[src/rtl/sard_pkg.sv]
// Shared types, constants and command/status structs of the slot allocator.
package sard_pkg;

    localparam int SLOT_COUNT_DEF = 1024;
    localparam int IDX_W          = 10;
    localparam int CFG_W          = 11;
    localparam int TIME_W         = 31;
    localparam int HW_W           = 11;
    localparam int CFG_IDX_W      = 2;
    localparam int CFG_DATA_W     = 31;
    localparam int PASS_W         = 3;

    localparam int RESERVED_RST   = 64;
    localparam int LIMIT_RST      = 1022;
    localparam int START_RST      = 0;
    localparam int TOP_RST        = 64;

    localparam int FIRST_DELAY_MS = 1000;
    localparam int DELAY_STEP_MS  = 250;
    localparam int GRACE_MS       = 2000;
    localparam int PASS_COUNT     = 5;
    localparam int DELAY_W        = 11;

    // Slot word layout: in-use, pool mark, never-free mark, free time.
    localparam int WORD_W         = TIME_W + 3;
    localparam int BIT_IN_USE     = TIME_W + 2;
    localparam int BIT_POOL       = TIME_W + 1;
    localparam int BIT_NEVER      = TIME_W;

    localparam logic [CFG_IDX_W-1:0] CFG_RESERVED = 2'd0;
    localparam logic [CFG_IDX_W-1:0] CFG_LIMIT    = 2'd1;
    localparam logic [CFG_IDX_W-1:0] CFG_START    = 2'd2;

    typedef enum logic [1:0] {
        MODE_ALLOC = 2'd0,
        MODE_FREE  = 2'd1,
        MODE_POOL  = 2'd2,
        MODE_NEVER = 2'd3
    } t_mode;

    typedef enum logic [1:0] {
        ST_DONE      = 2'd0,
        ST_EXHAUSTED = 2'd1,
        ST_NEVER     = 2'd2,
        ST_RANGE     = 2'd3
    } t_status;

    typedef enum logic [3:0] {
        S_CLEAR,
        S_IDLE,
        S_DISPATCH,
        S_ARD,
        S_ACHK,
        S_APASS,
        S_GWR,
        S_MWR,
        S_FINIT,
        S_FRD,
        S_FCHK,
        S_OUT
    } t_state;

    typedef enum logic [1:0] {
        RD_SCAN,
        RD_TOP,
        RD_REQ
    } t_rd_sel;

    typedef enum logic [2:0] {
        WR_NONE,
        WR_CLEAR,
        WR_TAKE,
        WR_GROW,
        WR_REQ
    } t_wr_op;

    typedef enum logic [2:0] {
        RES_NONE,
        RES_TAKE,
        RES_GROW,
        RES_EXH,
        RES_NEVER,
        RES_RANGE
    } t_res_op;

    typedef struct packed {
        logic    latch;
        logic    clr_step;
        logic    scan_init;
        logic    scan_next;
        logic    pass_clr;
        logic    pass_next;
        logic    rd_req;
        t_rd_sel rd_sel;
        t_wr_op  wr_op;
        t_res_op res_op;
        logic    any_set;
        logic    any_clr;
        logic    out_load;
    } t_cmd;

    typedef struct packed {
        logic  clr_done;
        t_mode mode;
        logic  idx_oor;
        logic  scan_done;
        logic  qual;
        logic  slot_free;
        logic  never;
        logic  last_pass;
        logic  can_grow;
        logic  out_free;
    } t_sts;

    // Reuse delay of a scan pass.
    function automatic logic [DELAY_W-1:0] delay_of(input logic [PASS_W-1:0] pass);
        int d;
        d = FIRST_DELAY_MS - DELAY_STEP_MS * int'(pass);
        if (d < 0) begin
            d = 0;
        end
        return DELAY_W'(d);
    endfunction

endpackage

[src/rtl/sard_ctrl.sv]
// Controller: sequences clear sweep, allocation passes, requests and the free-slot scan.
module sard_ctrl (
    input  logic           i_clk,
    input  logic           i_rst_n,
    input  logic           i_in_valid,
    output logic           o_in_ready,
    input  sard_pkg::t_sts i_sts,
    output sard_pkg::t_cmd o_cmd
);
    sard_pkg::t_state r_state;
    sard_pkg::t_state n_state;

    // State register
    always_ff @(posedge i_clk) begin
        if (!i_rst_n) begin
            r_state <= sard_pkg::S_CLEAR;
        end else begin
            r_state <= n_state;
        end
    end

    // Next state and commands
    always_comb begin
        n_state          = r_state;
        o_in_ready       = 1'b0;
        o_cmd            = '0;
        o_cmd.rd_sel     = sard_pkg::RD_SCAN;
        o_cmd.wr_op      = sard_pkg::WR_NONE;
        o_cmd.res_op     = sard_pkg::RES_NONE;
        unique case (r_state)
            sard_pkg::S_CLEAR: begin
                o_cmd.wr_op    = sard_pkg::WR_CLEAR;
                o_cmd.clr_step = 1'b1;
                if (i_sts.clr_done) begin
                    n_state = sard_pkg::S_IDLE;
                end
            end
            sard_pkg::S_IDLE: begin
                o_in_ready = 1'b1;
                if (i_in_valid) begin
                    o_cmd.latch = 1'b1;
                    n_state     = sard_pkg::S_DISPATCH;
                end
            end
            sard_pkg::S_DISPATCH: begin
                if (i_sts.mode == sard_pkg::MODE_ALLOC) begin
                    o_cmd.scan_init = 1'b1;
                    o_cmd.pass_clr  = 1'b1;
                    n_state         = sard_pkg::S_ARD;
                end else if (i_sts.idx_oor) begin
                    o_cmd.res_op = sard_pkg::RES_RANGE;
                    n_state      = sard_pkg::S_FINIT;
                end else begin
                    o_cmd.rd_req = 1'b1;
                    o_cmd.rd_sel = sard_pkg::RD_REQ;
                    n_state      = sard_pkg::S_MWR;
                end
            end
            sard_pkg::S_ARD: begin
                if (i_sts.scan_done) begin
                    n_state = sard_pkg::S_APASS;
                end else begin
                    o_cmd.rd_req = 1'b1;
                    n_state      = sard_pkg::S_ACHK;
                end
            end
            sard_pkg::S_ACHK: begin
                if (i_sts.qual) begin
                    o_cmd.wr_op  = sard_pkg::WR_TAKE;
                    o_cmd.res_op = sard_pkg::RES_TAKE;
                    n_state      = sard_pkg::S_FINIT;
                end else begin
                    o_cmd.scan_next = 1'b1;
                    n_state         = sard_pkg::S_ARD;
                end
            end
            sard_pkg::S_APASS: begin
                priority if (i_sts.can_grow) begin
                    o_cmd.rd_req = 1'b1;
                    o_cmd.rd_sel = sard_pkg::RD_TOP;
                    n_state      = sard_pkg::S_GWR;
                end else if (i_sts.last_pass) begin
                    o_cmd.res_op = sard_pkg::RES_EXH;
                    n_state      = sard_pkg::S_FINIT;
                end else begin
                    o_cmd.pass_next = 1'b1;
                    o_cmd.scan_init = 1'b1;
                    n_state         = sard_pkg::S_ARD;
                end
            end
            sard_pkg::S_GWR: begin
                o_cmd.wr_op  = sard_pkg::WR_GROW;
                o_cmd.res_op = sard_pkg::RES_GROW;
                n_state      = sard_pkg::S_FINIT;
            end
            sard_pkg::S_MWR: begin
                if (i_sts.mode == sard_pkg::MODE_FREE && i_sts.never) begin
                    o_cmd.res_op = sard_pkg::RES_NEVER;
                end else begin
                    o_cmd.wr_op = sard_pkg::WR_REQ;
                end
                n_state = sard_pkg::S_FINIT;
            end
            sard_pkg::S_FINIT: begin
                o_cmd.scan_init = 1'b1;
                n_state         = sard_pkg::S_FRD;
            end
            sard_pkg::S_FRD: begin
                if (i_sts.scan_done) begin
                    o_cmd.any_clr = 1'b1;
                    n_state       = sard_pkg::S_OUT;
                end else begin
                    o_cmd.rd_req = 1'b1;
                    n_state      = sard_pkg::S_FCHK;
                end
            end
            sard_pkg::S_FCHK: begin
                if (i_sts.slot_free) begin
                    o_cmd.any_set = 1'b1;
                    n_state       = sard_pkg::S_OUT;
                end else begin
                    o_cmd.scan_next = 1'b1;
                    n_state         = sard_pkg::S_FRD;
                end
            end
            sard_pkg::S_OUT: begin
                if (i_sts.out_free) begin
                    o_cmd.out_load = 1'b1;
                    n_state        = sard_pkg::S_IDLE;
                end
            end
            default: n_state = sard_pkg::S_IDLE;
        endcase
    end

    // A result is loaded only into a free output register
    a_out_free: assert property (@(posedge i_clk) disable iff (!i_rst_n)
        o_cmd.out_load |-> i_sts.out_free)
        else $error("result loaded over a waiting word");

    // Only one request is in flight: no accept while a result is being built
    a_single: assert property (@(posedge i_clk) disable iff (!i_rst_n)
        o_cmd.latch |=> !o_in_ready)
        else $error("second request accepted in flight");

    // The RAM is never written during the free-slot scan
    a_scan_ro: assert property (@(posedge i_clk) disable iff (!i_rst_n)
        (r_state == sard_pkg::S_FRD || r_state == sard_pkg::S_FCHK)
        |-> (o_cmd.wr_op == sard_pkg::WR_NONE))
        else $error("slot table written during free scan");
endmodule
[config.mk]
export PLATFORM = sky130hd
export DESIGN_NAME = sard_ctrl
export DESIGN_NICKNAME = d
export VERILOG_FILES = /design/src/rtl/sard_pkg.sv /design/src/rtl/sard_ctrl.sv
export SDC_FILE = /design/constraint.sdc
export NUM_CORES = 1
export LEC_CHECK = 0
export ABC_AREA = 0
export ABC_CLOCK_PERIOD_IN_PS = 3000
export BUFFER_PORTS_ARGS = -buffer_cell sky130_fd_sc_hd__buf_2
export CORE_AREA = 2 2 39 41
export CTS_BUF_LIST = sky130_fd_sc_hd__clkbuf_8
export DETAILED_ROUTE_END_ITERATION = 10
export DIE_AREA = 0 0 41 43
export HOLD_SLACK_MARGIN = 0.1
export PLACE_DENSITY = 0.81
export RECOVER_POWER = 100
export SYNTH_ARGS = -nofsm -noshare
export SYNTH_HDL_FRONTEND = slang
export SYNTH_SLANG_ARGS = --single-unit
export TNS_END_PERCENT = 100
[constraint.sdc]
create_clock -name i_clk -period 3 [get_ports i_clk]
set_input_delay 0.15 -clock i_clk [delete_from_list [all_inputs] [get_ports i_clk]]
set_output_delay 0.15 -clock i_clk [all_outputs]
set_load 0.01 [all_outputs]
==> summary.txt <==
DR WL/cell: 14.0 um
Worst Hold Depth: 2
Main synth FF type: dfxtp_1
Die Ht: 43 um
Leak: 0.316 nW
Achievable clock frequency: 459 MHz
Reg area: 80.1 um2
Pwr Density: 319 mW/mm2
Reg2reg setup slack: 1230 ps
1st-iter DRT viols: 41
Hold endpoint: r_state[2]
Slowest stage cell, crit path: dfxtp_1
Final hold vios: 0
Critical Path Max Stage Delay: 620 ps
Core area: 0.00138 mm2
Largest net degree at the start of global routing: 16
Number of synthesized flops with an enable pin: 0
Synth warn: 0
RD Place Congestion: 0.926
Clock sink count: 4
Worst skew pair latency: 210 ps
CP Max Fanout: 15
HPWL Detailed: 1340 um
Layout overhead on the synthesized area: 31.1%
Final Max Slew Viols: 0
Hold Buf Count CTS: 0
Die Wd: 41 um
Area of the multi-input gates: 433 um2
Status: completed
Crit end category: output pin
GRT Util Overall: 21.6%
Reg2Reg Depth: 4
Num rows: 14
Fin area: 728 um2
Avg Inst Size Synth: 6.77 um2
Cell Area, Synth: 556 um2
Number of nets still failing antenna checks after routing: 0
CTS tree: yes
Min-delay src: i_rst_n
Initial Utilization: 40.1%
Routed vias/inst: 6.04
Setup TNS: 0 ps
Tot Pwr: 0.232 mW
IO Count: 33
RSZ-0062 raised after global routing: false
Setup crit start: r_state[1]
CTS HTree Levels: 1
N_diodes: 0
Tmin final: 2180 ps
R2r startpoint: r_state[1]
Post-CTS setup buffer count: 0
Nets@finish: 128
Vias in the first global route: 608
Port bufs: 32
Layout cells sized above 1: 18.8%
Post-CTS Resized: 0
First-pass GRT wire length: 2650 um
Worst vdd ir: 0.251 mV
Register area share after synthesis: 14.4%
Crit path DAT: 2030 ps
Clock buffer depth: 2
Largest regs: r_state x4
Asr flop ratio synth: 0%
Clk pin slew, worst setup/hold paths: 30 ps
Startpoint types: flip-flop
Max reg flops: 4
Final Skew: 0.0874 ps
Slew Limit Headroom: 66.6%
Netlist cell types: 35
DR vias: 773
Final WL: 1790 um
WP data required: 2850 ps
Max-cap violation count: 0
Fin crit share: 72.6%
Initial antenna violation count: 0
Post-placement cell area: 712 um2
Reg-to-Reg End: r_state[0]
# fillers: 141
Cts bufs inserted: 3
Flops & latches, synth: 4
Cell count after synthesis: 82
CP cell instances: and2b_1 -> or4b_1 -> a21oi_1 -> a31o_2 -> clkbuf_1
Worst Tran Pin Value: 500 ps
CTS Root Cell: clkbuf_8
Final setup vio count: 0
Syn_nets: 96
Die area: 0.00176 mm2
Critical path class: reg2out
Hold_ws: 231 ps
Pre-antenna DRT Iters: 4
Biggest register: r_state
Drc violations: 0
Worst Hold Class: in2reg
GR Overflow Total: 0
[cell usage in the layout, fill, tap and decap left out, drive strengths merged, types with 2 or more instances in the layout]
| cell type | count |
|---|---|
| a211oi | 3 |
| a21oi | 4 |
| and2 | 3 |
| and2b | 2 |
| and3 | 5 |
| buf | 15 |
| clkbuf | 20 |
| dfxtp | 4 |
| inv | 4 |
| nand2 | 3 |
| nand3 | 5 |
| nor2 | 8 |
| nor2b | 4 |
| nor3 | 6 |
| o21a | 3 |
| o21ai | 4 |
| or4b | 2 |
| xor2 | 2 |
[per-stage QoR]
stage / worst slack, ps / instances / utilization, %
3_5_place_dp: 1110 / 125 / 51.4
5_1_grt: 689 / 128 / 52.6
6_report: 822 / 128 / 52.6
4_1_cts: 873 / 128 / 54.4
3_3_place_gp: 1200 / 125 / 51.4
2_1_floorplan: 1580 / 82 / -
[final cells by class]
type / instances / share of cell area [%]
inverter: 4 / 2.06
clock buffer: 3 / 5.67
multi-input combinational: 69 / 59.5
tap: 16 / 2.75
timing repair buffer: 32 / 19.1
sequential: 4 / 11.0
[where the power goes]
| group | total, mW | switching, mW | internal [mW] | leakage (nW) |
|---|---|---|---|---|
| combinational | 0.0583 | 0.0331 | 0.0252 | 0.262 |
| clock | 0.109 | 0.0239 | 0.0852 | 0.0216 |
| sequential | 0.0647 | 0.00866 | 0.0560 | 0.0326 |
[cell usage after synthesis (2+ instances only)]
library cell  instances  area share (%)
a211oi_1              3             4.1
a21oi_1               4             3.6
and2_1                3             3.4
and2b_1               2             2.7
and3_1                5             5.6
buf_2                 3             2.7
dfxtp_1               4              14
inv_1                 4             2.7
nand2_1               3             2.0
nand3_1               5             4.5
nor2_1                8             5.4
nor2b_1               4             4.5
nor3_1                6             5.4
o21a_1                3             4.1
o21ai_0               4             3.6
xor2_1                2             3.2
[how the worst max path moves through the flow]
| stage | endpoint | slack (ps) | depth (start not counted) |
|---|---|---|---|
| 6_report | o_cmd[11] | 820 | 5 |
| 5_1_grt | o_cmd[11] | 690 | 5 |
| 4_1_cts | o_cmd[11] | 870 | 5 |
| 3_5_place_dp | o_cmd[11] | 1110 | 5 |
| 3_3_place_gp | o_cmd[11] | 1200 | 5 |
| 2_1_floorplan | o_cmd[11] | 1580 | 4 |
[kinds of logic after synthesis]
family | synth area share (%)
compound gates | 31.5
xor+xnor | 3.15
buf+inv | 6.98
flops | 14.4
simple gates | 43.9
[layer usage]
metal  wire (um)  vias up  GRT usage [%]
li1            -      367              -
met5           0        -              0
met3         155        2           3.14
met2         905       46           30.6
met4           9        0           10.0
met1         717      358           30.8
[critical path, delay by kind of cell (launching register included)]
kind,cells,cell delay (ps)
flip-flops,1,620
buffers and inverters,1,140
AND/OR/NAND/NOR,2,700
AO/OA/AOI/OAI,2,350
No activity file was read; power rests on OpenSTA's default activity.
